$ cat src/hw/rtl/acpu8_pkg.sv
// ----------------------------------------------------------------------------
// acpu8_pkg
// Shared types and constants for the 8-bit accumulator processor core:
// transaction payloads, command and opcode codes, controller states and
// the controller/datapath command and status bundles.
// ----------------------------------------------------------------------------
package acpu8_pkg;

    localparam int          MEM_DEPTH     = 256;
    localparam int          ADDR_W        = $clog2(MEM_DEPTH);
    localparam int          DATA_W        = 8;
    localparam logic [7:0]  STOP_ADDR_RST = 8'hFF;

    // host commands
    typedef enum logic [2:0] {
        CMD_WR_MEM  = 3'd0,
        CMD_RD_MEM  = 3'd1,
        CMD_STEP    = 3'd2,
        CMD_SET_PC  = 3'd3,
        CMD_SET_ACC = 3'd4
    } t_cmd_e;

    // instruction opcodes (upper nibble of the instruction byte)
    typedef enum logic [3:0] {
        OP_NOP = 4'h0,
        OP_STA = 4'h1,
        OP_LDA = 4'h2,
        OP_ADD = 4'h3,
        OP_OR  = 4'h4,
        OP_AND = 4'h5,
        OP_NOT = 4'h6,
        OP_JMP = 4'h8,
        OP_JN  = 4'h9,
        OP_JZ  = 4'hA,
        OP_HLT = 4'hF
    } t_opcode_e;

    typedef enum logic [3:0] {
        S_IDLE,
        S_WR,
        S_RD,
        S_RDCAP,
        S_SETPC,
        S_SETACC,
        S_FETCH,
        S_DECODE,
        S_OPND,
        S_ACT,
        S_EXEC,
        S_RESP
    } t_state_e;

    typedef enum logic [1:0] {
        ASEL_ITEM,
        ASEL_PC,
        ASEL_OPND
    } t_addr_sel_e;

    typedef struct packed {
        logic [2:0]        cmd;
        logic [ADDR_W-1:0] address;
        logic [DATA_W-1:0] data;
    } t_item;

    typedef struct packed {
        logic [DATA_W-1:0] read_data;
        logic [3:0]        opcode;
        logic [DATA_W-1:0] operand;
        logic [ADDR_W-1:0] program_counter;
        logic [DATA_W-1:0] accumulator;
        logic              zero_flag;
        logic              negative_flag;
        logic              stopped;
    } t_result;

    // controller -> datapath
    typedef struct packed {
        logic        load;        // latch new item, clear per-command fields
        t_addr_sel_e addr_sel;
        logic        mem_rd;
        logic        mem_wr;
        logic        wr_acc;      // write accumulator instead of item data
        logic        pc_inc;
        logic        pc_set_item;
        logic        pc_jump;
        logic        acc_set_item;
        logic        acc_not;
        logic        acc_alu;
        logic        latch_rd;
        logic        latch_opc;
        logic        latch_opnd;
        logic        set_halt;
    } t_dp_cmd;

    // datapath -> controller
    typedef struct packed {
        t_opcode_e rd_opc;    // opcode nibble of the byte just read
        t_opcode_e opc;       // latched opcode
        logic      acc_zero;
        logic      acc_neg;
    } t_dp_status;

endpackage

$ cat src/hw/rtl/accumulator_cpu_8bit_core.sv
// ----------------------------------------------------------------------------
// accumulator_cpu_8bit_core
// 8-bit accumulator teaching processor: host commands write/read memory,
// single-step one instruction, or set PC / accumulator.
// ----------------------------------------------------------------------------
// Usage: present a transaction on i_item and pulse i_start while o_busy is
// low; it is taken on that edge. Exactly one result follows per transaction,
// shown on o_result for a single cycle with o_valid high. The receiver cannot
// stall, so it must take the result in that cycle. States per command: write
// S_WR; read S_RD, S_RDCAP; set PC S_SETPC; set accumulator S_SETACC; step
// S_FETCH, S_DECODE, then S_OPND, S_ACT unless NOP, NOT or HLT, then S_EXEC
// for LDA, ADD, OR and AND; unused codes none. All end in S_RESP, which raises
// the strobe; o_busy drops the cycle after the strobe. The single memory port
// with a registered read sets this order: each step walks through opcode
// fetch, operand fetch and a data read or write in turn. Memory is 256 bytes
// and reads zero after reset until a byte is written (per-byte valid flags,
// no clearing pass). The stop address register is written with
// i_cfg_we/i_cfg_wdata and must only change while the core is idle.
// ----------------------------------------------------------------------------
module accumulator_cpu_8bit_core
    import acpu8_pkg::*;
(
    input  logic              i_clk,
    input  logic              i_rst_n,
    input  logic              i_start,
    input  t_item             i_item,
    output logic              o_busy,
    output logic              o_valid,
    output t_result           o_result,
    input  logic              i_cfg_we,
    input  logic [ADDR_W-1:0] i_cfg_wdata
);

    t_dp_cmd    w_dp_cmd;    // per-cycle datapath controls
    t_dp_status w_dp_status; // decoded opcode and accumulator flags

    // sequencer: steps each transaction through its states and drives the datapath
    acpu8_ctrl u_ctrl (
        .i_clk    (i_clk),
        .i_rst_n  (i_rst_n),
        .i_start  (i_start),
        .i_cmd    (i_item.cmd),
        .i_status (w_dp_status),
        .o_dp_cmd (w_dp_cmd),
        .o_busy   (o_busy),
        .o_valid  (o_valid)
    );

    // memory, PC, accumulator, ALU and result fields
    acpu8_dpath u_dpath (
        .i_clk       (i_clk),
        .i_rst_n     (i_rst_n),
        .i_item      (i_item),
        .i_dp_cmd    (w_dp_cmd),
        .i_cfg_we    (i_cfg_we),
        .i_cfg_wdata (i_cfg_wdata),
        .o_status    (w_dp_status),
        .o_result    (o_result)
    );

endmodule

$ cat src/hw/rtl/acpu8_ctrl.sv
// ----------------------------------------------------------------------------
// acpu8_ctrl
// Sequencer for the accumulator core: walks each transaction through its
// memory accesses and issues one command bundle per cycle to the datapath.
// ----------------------------------------------------------------------------
module acpu8_ctrl
    import acpu8_pkg::*;
(
    input  logic       i_clk,
    input  logic       i_rst_n,
    input  logic       i_start,
    input  logic [2:0] i_cmd,
    input  t_dp_status i_status,
    output t_dp_cmd    o_dp_cmd,
    output logic       o_busy,
    output logic       o_valid
);

    t_state_e r_state;
    t_state_e n_state;
    t_dp_cmd  w_cmd;

    always_ff @(posedge i_clk) begin
        if (!i_rst_n) begin
            r_state <= S_IDLE;
        end else begin
            r_state <= n_state;
        end
    end

    always_comb begin
        n_state = r_state;
        w_cmd   = '0;
        w_cmd.addr_sel = ASEL_ITEM;
        case (r_state)
            S_IDLE: begin
                if (i_start) begin
                    w_cmd.load = 1'b1;
                    case (t_cmd_e'(i_cmd))
                        CMD_WR_MEM:  n_state = S_WR;
                        CMD_RD_MEM:  n_state = S_RD;
                        CMD_STEP:    n_state = S_FETCH;
                        CMD_SET_PC:  n_state = S_SETPC;
                        CMD_SET_ACC: n_state = S_SETACC;
                        default:     n_state = S_RESP;
                    endcase
                end
            end
            S_WR: begin
                w_cmd.mem_wr = 1'b1;
                n_state      = S_RESP;
            end
            S_RD: begin
                w_cmd.mem_rd = 1'b1;
                n_state      = S_RDCAP;
            end
            S_RDCAP: begin
                w_cmd.latch_rd = 1'b1;
                n_state        = S_RESP;
            end
            S_SETPC: begin
                w_cmd.pc_set_item = 1'b1;
                n_state           = S_RESP;
            end
            S_SETACC: begin
                w_cmd.acc_set_item = 1'b1;
                n_state            = S_RESP;
            end
            S_FETCH: begin
                w_cmd.addr_sel = ASEL_PC;
                w_cmd.mem_rd   = 1'b1;
                w_cmd.pc_inc   = 1'b1;
                n_state        = S_DECODE;
            end
            S_DECODE: begin
                w_cmd.latch_opc = 1'b1;
                case (i_status.rd_opc)
                    OP_NOP: n_state = S_RESP;
                    OP_NOT: begin
                        w_cmd.acc_not = 1'b1;
                        n_state       = S_RESP;
                    end
                    OP_HLT: begin
                        w_cmd.set_halt = 1'b1;
                        n_state        = S_RESP;
                    end
                    default: begin
                        // all other codes, unknown ones too, take an operand
                        w_cmd.addr_sel = ASEL_PC;
                        w_cmd.mem_rd   = 1'b1;
                        w_cmd.pc_inc   = 1'b1;
                        n_state        = S_OPND;
                    end
                endcase
            end
            S_OPND: begin
                w_cmd.latch_opnd = 1'b1;
                n_state          = S_ACT;
            end
            S_ACT: begin
                w_cmd.addr_sel = ASEL_OPND;
                n_state        = S_RESP;
                case (i_status.opc)
                    OP_STA: begin
                        w_cmd.mem_wr = 1'b1;
                        w_cmd.wr_acc = 1'b1;
                    end
                    OP_LDA, OP_ADD, OP_OR, OP_AND: begin
                        w_cmd.mem_rd = 1'b1;
                        n_state      = S_EXEC;
                    end
                    OP_JMP: w_cmd.pc_jump = 1'b1;
                    OP_JN:  w_cmd.pc_jump = i_status.acc_neg;
                    OP_JZ:  w_cmd.pc_jump = i_status.acc_zero;
                    default: ;
                endcase
            end
            S_EXEC: begin
                w_cmd.acc_alu = 1'b1;
                n_state       = S_RESP;
            end
            S_RESP: begin
                n_state = S_IDLE;
            end
            default: n_state = S_IDLE;
        endcase
    end

    assign o_dp_cmd = w_cmd;
    assign o_busy   = (r_state != S_IDLE);
    assign o_valid  = (r_state == S_RESP);

    // an accepted transaction always makes the core busy
    a_accept_busy: assert property (@(posedge i_clk) disable iff (!i_rst_n)
        i_start && !o_busy |=> o_busy)
        else $error("accepted transaction did not raise busy");

    // result strobe lasts one cycle and returns to idle
    a_resp_single: assert property (@(posedge i_clk) disable iff (!i_rst_n)
        o_valid |=> !o_valid && !o_busy)
        else $error("result strobe not single cycle");

    // operand fetch only follows a decode
    a_opnd_order: assert property (@(posedge i_clk) disable iff (!i_rst_n)
        r_state == S_OPND |-> $past(r_state) == S_DECODE)
        else $error("operand state entered out of order");

endmodule

$ cat src/hw/rtl/acpu8_dpath.sv
// ----------------------------------------------------------------------------
// acpu8_dpath
// Datapath: 256x8 memory with per-entry valid bits (unwritten bytes read as
// zero), PC, accumulator, ALU, stop address register and result assembly.
// ----------------------------------------------------------------------------
module acpu8_dpath
    import acpu8_pkg::*;
(
    input  logic              i_clk,
    input  logic              i_rst_n,
    input  t_item             i_item,
    input  t_dp_cmd           i_dp_cmd,
    input  logic              i_cfg_we,
    input  logic [ADDR_W-1:0] i_cfg_wdata,
    output t_dp_status        o_status,
    output t_result           o_result
);

    logic [DATA_W-1:0]    r_mem [MEM_DEPTH];
    logic [MEM_DEPTH-1:0] r_mem_vld;
    logic [DATA_W-1:0]    r_rdata;
    logic                 r_rvld;

    t_item             r_item;
    logic [ADDR_W-1:0] r_pc;
    logic [DATA_W-1:0] r_acc;
    logic [ADDR_W-1:0] r_stop;
    logic              r_halt;
    logic [DATA_W-1:0] r_rd;
    logic [3:0]        r_opc;
    logic [DATA_W-1:0] r_opnd;

    logic [ADDR_W-1:0] w_addr;
    logic [DATA_W-1:0] w_wdata;
    logic [DATA_W-1:0] w_rdata;
    logic [DATA_W-1:0] n_acc;

    always_comb begin
        case (i_dp_cmd.addr_sel)
            ASEL_ITEM: w_addr = r_item.address;
            ASEL_PC:   w_addr = r_pc;
            ASEL_OPND: w_addr = r_opnd;
            default:   w_addr = r_item.address;
        endcase
    end

    assign w_wdata = i_dp_cmd.wr_acc ? r_acc : r_item.data;
    assign w_rdata = r_rvld ? r_rdata : '0;

    // memory array, no reset
    always_ff @(posedge i_clk) begin
        if (i_dp_cmd.mem_wr) begin
            r_mem[w_addr] <= w_wdata;
        end
        r_rdata <= r_mem[w_addr];
    end

    always_comb begin
        case (t_opcode_e'(r_opc))
            OP_LDA:  n_acc = w_rdata;
            OP_ADD:  n_acc = r_acc + w_rdata;
            OP_OR:   n_acc = r_acc | w_rdata;
            OP_AND:  n_acc = r_acc & w_rdata;
            default: n_acc = r_acc;
        endcase
    end

    // control state
    always_ff @(posedge i_clk) begin
        if (!i_rst_n) begin
            r_mem_vld <= '0;
            r_rvld    <= 1'b0;
            r_pc      <= '0;
            r_acc     <= '0;
            r_stop    <= STOP_ADDR_RST;
            r_halt    <= 1'b0;
        end else begin
            if (i_dp_cmd.mem_wr) begin
                r_mem_vld[w_addr] <= 1'b1;
            end
            r_rvld <= r_mem_vld[w_addr];
            if (i_cfg_we) begin
                r_stop <= i_cfg_wdata;
            end
            if (i_dp_cmd.load) begin
                r_halt <= 1'b0;
            end else if (i_dp_cmd.set_halt) begin
                r_halt <= 1'b1;
            end
            if (i_dp_cmd.pc_inc) begin
                r_pc <= r_pc + 1'b1;
            end else if (i_dp_cmd.pc_set_item) begin
                r_pc <= r_item.address;
            end else if (i_dp_cmd.pc_jump) begin
                r_pc <= r_opnd;
            end
            if (i_dp_cmd.acc_set_item) begin
                r_acc <= r_item.data;
            end else if (i_dp_cmd.acc_not) begin
                r_acc <= ~r_acc;
            end else if (i_dp_cmd.acc_alu) begin
                r_acc <= n_acc;
            end
        end
    end

    // transaction payload
    always_ff @(posedge i_clk) begin
        if (i_dp_cmd.load) begin
            r_item <= i_item;
            r_rd   <= '0;
            r_opc  <= '0;
            r_opnd <= '0;
        end else begin
            if (i_dp_cmd.latch_rd) begin
                r_rd <= w_rdata;
            end
            if (i_dp_cmd.latch_opc) begin
                r_opc <= w_rdata[DATA_W-1 -: 4];
            end
            if (i_dp_cmd.latch_opnd) begin
                r_opnd <= w_rdata;
            end
        end
    end

    assign o_status.rd_opc   = t_opcode_e'(w_rdata[DATA_W-1 -: 4]);
    assign o_status.opc      = t_opcode_e'(r_opc);
    assign o_status.acc_zero = (r_acc == '0);
    assign o_status.acc_neg  = r_acc[DATA_W-1];

    assign o_result.read_data       = r_rd;
    assign o_result.opcode          = r_opc;
    assign o_result.operand         = r_opnd;
    assign o_result.program_counter = r_pc;
    assign o_result.accumulator     = r_acc;
    assign o_result.zero_flag       = (r_acc == '0);
    assign o_result.negative_flag   = r_acc[DATA_W-1];
    assign o_result.stopped         = r_halt || (r_pc >= r_stop);

    // a written byte is marked valid
    a_wr_valid: assert property (@(posedge i_clk) disable iff (!i_rst_n)
        i_dp_cmd.mem_wr |=> r_mem_vld[$past(w_addr)])
        else $error("memory write did not set valid bit");

    // PC increments wrap by one
    a_pc_inc: assert property (@(posedge i_clk) disable iff (!i_rst_n)
        i_dp_cmd.pc_inc |=> r_pc == $past(r_pc) + 1'b1)
        else $error("pc increment wrong");

    // new transaction starts with clean per-command fields
    a_load_clear: assert property (@(posedge i_clk) disable iff (!i_rst_n)
        i_dp_cmd.load |=> r_rd == '0 && r_opc == '0 && r_opnd == '0 && !r_halt)
        else $error("per-command fields not cleared");

endmodule
$ cat config.mk
export PLATFORM = sky130hd
export DESIGN_NAME = accumulator_cpu_8bit_core
export DESIGN_NICKNAME = d
export VERILOG_FILES = /design/src/hw/rtl/acpu8_pkg.sv /design/src/hw/rtl/accumulator_cpu_8bit_core.sv /design/src/hw/rtl/acpu8_ctrl.sv /design/src/hw/rtl/acpu8_dpath.sv
export SDC_FILE = /design/constraint.sdc
export NUM_CORES = 2
export LEC_CHECK = 0
export ABC_CLOCK_PERIOD_IN_PS = 13750
export BUFFER_PORTS_ARGS = -buffer_cell sky130_fd_sc_hd__buf_2
export CAP_MARGIN = 20
export CORE_MARGIN = 2
export CORE_UTILIZATION = 50
export CTS_CLUSTER_SIZE = 24
export DETAILED_ROUTE_END_ITERATION = 8
export PLACE_DENSITY_LB_ADDON = 0.25
export SYNTH_ARGS = -nofsm -noshare
export SYNTH_HDL_FRONTEND = slang
export SYNTH_SLANG_ARGS = --single-unit
$ cat constraint.sdc
create_clock -name i_clk -period 13.75 [get_ports i_clk]
set_input_delay 2.75 -clock i_clk [delete_from_list [all_inputs] [get_ports i_clk]]
set_output_delay 2.75 -clock i_clk [all_outputs]
set_load 0.03 [all_outputs]
==> results.json <==
{
  "maxCapViolations": 0,
  "hold_viol": 0,
  "startpoint_type": "flip-flop",
  "area_growth_pct": 10.58,
  "cts_tree": "yes",
  "die_x_um": 442.3,
  "coreArea_um2": 190600,
  "ir_worst_vdd_mv": 0.1725,
  "path_class": "reg -> reg",
  "cp_cell_sequence": "o311ai_1 -> buf_4 -> a211oi_2 -> ha_4 -> nand2_4 -> o21ai_4 -> buf_4 -> buf_4 -> buf_4 -> mux2_2 -> o211ai_1 -> a41oi_1 -> nor4_1 -> nand4_1 -> o31a_1",
  "multi_input_area_um2": 24870,
  "wl_um": 288700,
  "dr.max_layer_used": "met5",
  "max_freq_mhz": 124.8,
  "dr.pass1.iters": 6,
  "p_leak_nw": 34.51,
  "final_util_pct": 55.74,
  "drive_above_1_share_pct": 14.85,
  "grt-ovfl-total": 0,
  "cts.sinks": 2378,
  "p_per_area_nw_per_um2": 185.5,
  "grt_pass1_vias": 56840,
  "slew_headroom_pct": 14.72,
  "tightestPinTransition_ns": 1.268,
  "die_h_um": 442.3,
  "synth_ff_type": "edfxtp_1",
  "cts_setup_buffers": 0,
  "required_ns": 14.48,
  "layout_min_cycle_time_ns": 8.013,
  "drc": 0,
  "row_count": 160,
  "cts_made_buffers": 229,
  "hold_buffers": 0,
  "grt_max_degree": 179,
  "maxSlewViolCount": 0,
  "wl_per_cell_um": 31.36,
  "drt_iter0_markers": 8990,
  "postSynthNetCount": 6557,
  "ys_types": 90,
  "clock_skew_ns": 0.04333,
  "dieArea_um2": 195700,
  "arrival_ns": 8.74,
  "outcome": "completed",
  "numPortBuffers": 71,
  "slowest_stage": "a211oi_2",
  "synth_top_area_cell": "edfxtp_1",
  "cp-end-kind": "flip-flop",
  "wl_met1_um": 111800,
  "ys_async_sr_fraction_pct": 0,
  "hpwl_um": 171700,
  "grt_pass1_wl_um": 414400,
  "syn_area_um2": 96070,
  "cts-resized-gates": 0,
  "rsz0062_at_grt": "no",
  "start_util_pct": 50.41,
  "wl_met2_um": 128500,
  "grtUsageTotal_pct": 29.06,
  "worst-path-max-fanout": 70,
  "synth.avg_cell_area_um2": 14.77,
  "antenna_found_initial": 9,
  "synth.most_common_cell": "edfxtp_1",
  "power.total_mw": 19.71,
  "ff_latch_area_um2": 68270,
  "htreeDepth": 4,
  "reg2reg_slack_ns": 5.74,
  "synth_warnings": 0,
  "synth_area_leaders": "edfxtp_1, dfxtp_1, mux4_2",
  "io_pins": 72,
  "postSynthCellCount": 6502,
  "num_vias": 60060,
  "hold_class": "reg -> reg",
  "fin_setup_tns_ns": 0,
  "clkTransAtPathRegs_ns": 0.06,
  "ys_seq_area_share_pct": 71.06,
  "fin_crit_sh_pct": 58.28,
  "synthTopCellsByCount": "edfxtp_1, nand2_1, o211ai_1",
  "cts_root_buf": "clkbuf_16",
  "postRouteAntennaNets": 0,
  "cp_slowest_stage_delay_ns": 0.88,
  "yosysTopAreaCellShare_pct": 64.52,
  "synth-seq-cells": 2378,
  "worst_skew_pair.late_latency_ns": 0.87,
  "setup_viol": 0,
  "crit_path_frequent_cell": "buf_4",
  "synth-edff-count": 2064,
  "wl_met3_um": 33780,
  "nets": 6536,
  "n_fill_cell": 14960,
  "clk_path_buf_depth": 3,
  "vias_per_cell": 6.523,
  "place.gp.congestion": 0.9513
}
-- flip-flops by register name (all words and copies together), names as in the netlist --
signal	count
u_ctrl.r_state	4
u_dpath.r_mem_vld	256
u_dpath.r_rvld	1
u_dpath.r_halt	1
u_dpath.r_rd	8
u_dpath.r_item	16
u_dpath.r_opc	4
u_dpath.r_acc	8
u_dpath.r_pc	8
u_dpath.r_rdata	8
u_dpath.r_opnd	8
u_dpath.r_stop	8
u_dpath.r_mem	2048
-- area by class of cell --
cell class | count | share of cell area (%)
tap | 2511 | 2.957
timing repair buffer | 217 | 1.582
clock buffer | 318 | 6.004
multi-input combinational | 3453 | 23.41
antenna | 9 | 0.02120
inverter | 202 | 0.7138
clock inverter | 120 | 1.045
sequential | 2378 | 64.26
-- cell usage in the layout, fill, tap and decap left out, types with 13 or more instances in the layout --
master / netlist / layout
a21oi_1: 79 / 79
bufinv_16: 0 / 15
clkbuf_1: 162 / 61
nor3_1: 18 / 18
nor2b_1: 14 / 14
buf_4: 52 / 120
nor4_1: 15 / 15
a22oi_1: 46 / 46
nand4_1: 58 / 58
mux2_2: 181 / 173
a32oi_1: 29 / 29
edfxtp_1: 2064 / 2064
buf_2: 181 / 73
nor2_1: 352 / 345
a31oi_1: 13 / 13
mux4_2: 207 / 207
clkinv_2: 0 / 47
and3_1: 19 / 19
inv_1: 201 / 201
o21a_1: 258 / 257
nand2_1: 760 / 757
clkinv_1: 0 / 38
ha_1: 23 / 22
clkbuf_16: 0 / 232
o21ai_0: 47 / 47
o211ai_1: 542 / 542
mux2i_1: 117 / 117
nand3_1: 445 / 445
a41oi_1: 40 / 39
clkbuf_8: 0 / 25
dfxtp_1: 314 / 314
-- cell families (layout without fill, tap and decap cells) --
group | Yosys count | in the layout | share of synthesized area [%]
other | 0 | 9 | 0
DFF | 2378 | 2378 | 71.06
buffers and inverters | 671 | 857 | 3.320
xor gates and xnor gates | 7 | 7 | 0.06382
muxes | 509 | 509 | 8.241
adders and majority gates | 24 | 24 | 0.3204
and+or+nand+nor | 1727 | 1727 | 7.815
AOI/OAI and AO/OA | 1186 | 1186 | 9.180
-- layer usage --
layer	vias up	global-route usage (%)
met3	661	7.553
met1	30650	40.30
met2	3749	43.36
met5	-	0
met4	4	13.01
li1	25000	-
-- metrics by stage --
step                worst slack [ns]  std cells  hold WS, ns  cell area (um2)
global placement               6.124       8736       0.4406            98440
detailed placement             5.943       8751       0.4480            98630
finish                         5.737       9208       0.4612           106200
floorplan                      8.543       6502       0.4352            96070
CTS                            5.909       9189       0.4629           106100
global route                   5.469       9199       0.4754           106200
-- report_power, final --
part / internal [mW] / leakage, nW / switching [mW]
Clock: 3.52 / 3.67 / 2.76
Combinational: 1.39 / 9.75 / 3.74
Sequential: 8.24 / 21.1 / 0.0591
-- worst max-delay path, delay by kind of cell, from the launching register on --
kind | cells | cell delay, ns
mux | 1 | 0.41
fa+ha+maj | 1 | 0.83
compound gates | 6 | 2.35
simple gates | 3 | 1.23
flops | 1 | 0.55
buf+inv | 4 | 2.31
-- worst paths after layout --
kind / from / end / cells past startpoint
setup reg to reg: u_dpath.r_rvld / u_dpath.r_rvld / 15
hold / removal: u_dpath.r_mem_vld[197] / u_dpath.r_mem_vld[197] / 1
setup / recovery: u_dpath.r_rvld / u_dpath.r_rvld / 15
hold reg to reg: u_dpath.r_mem_vld[197] / u_dpath.r_mem_vld[197] / 1
Power figures use the tool's default switching activity.
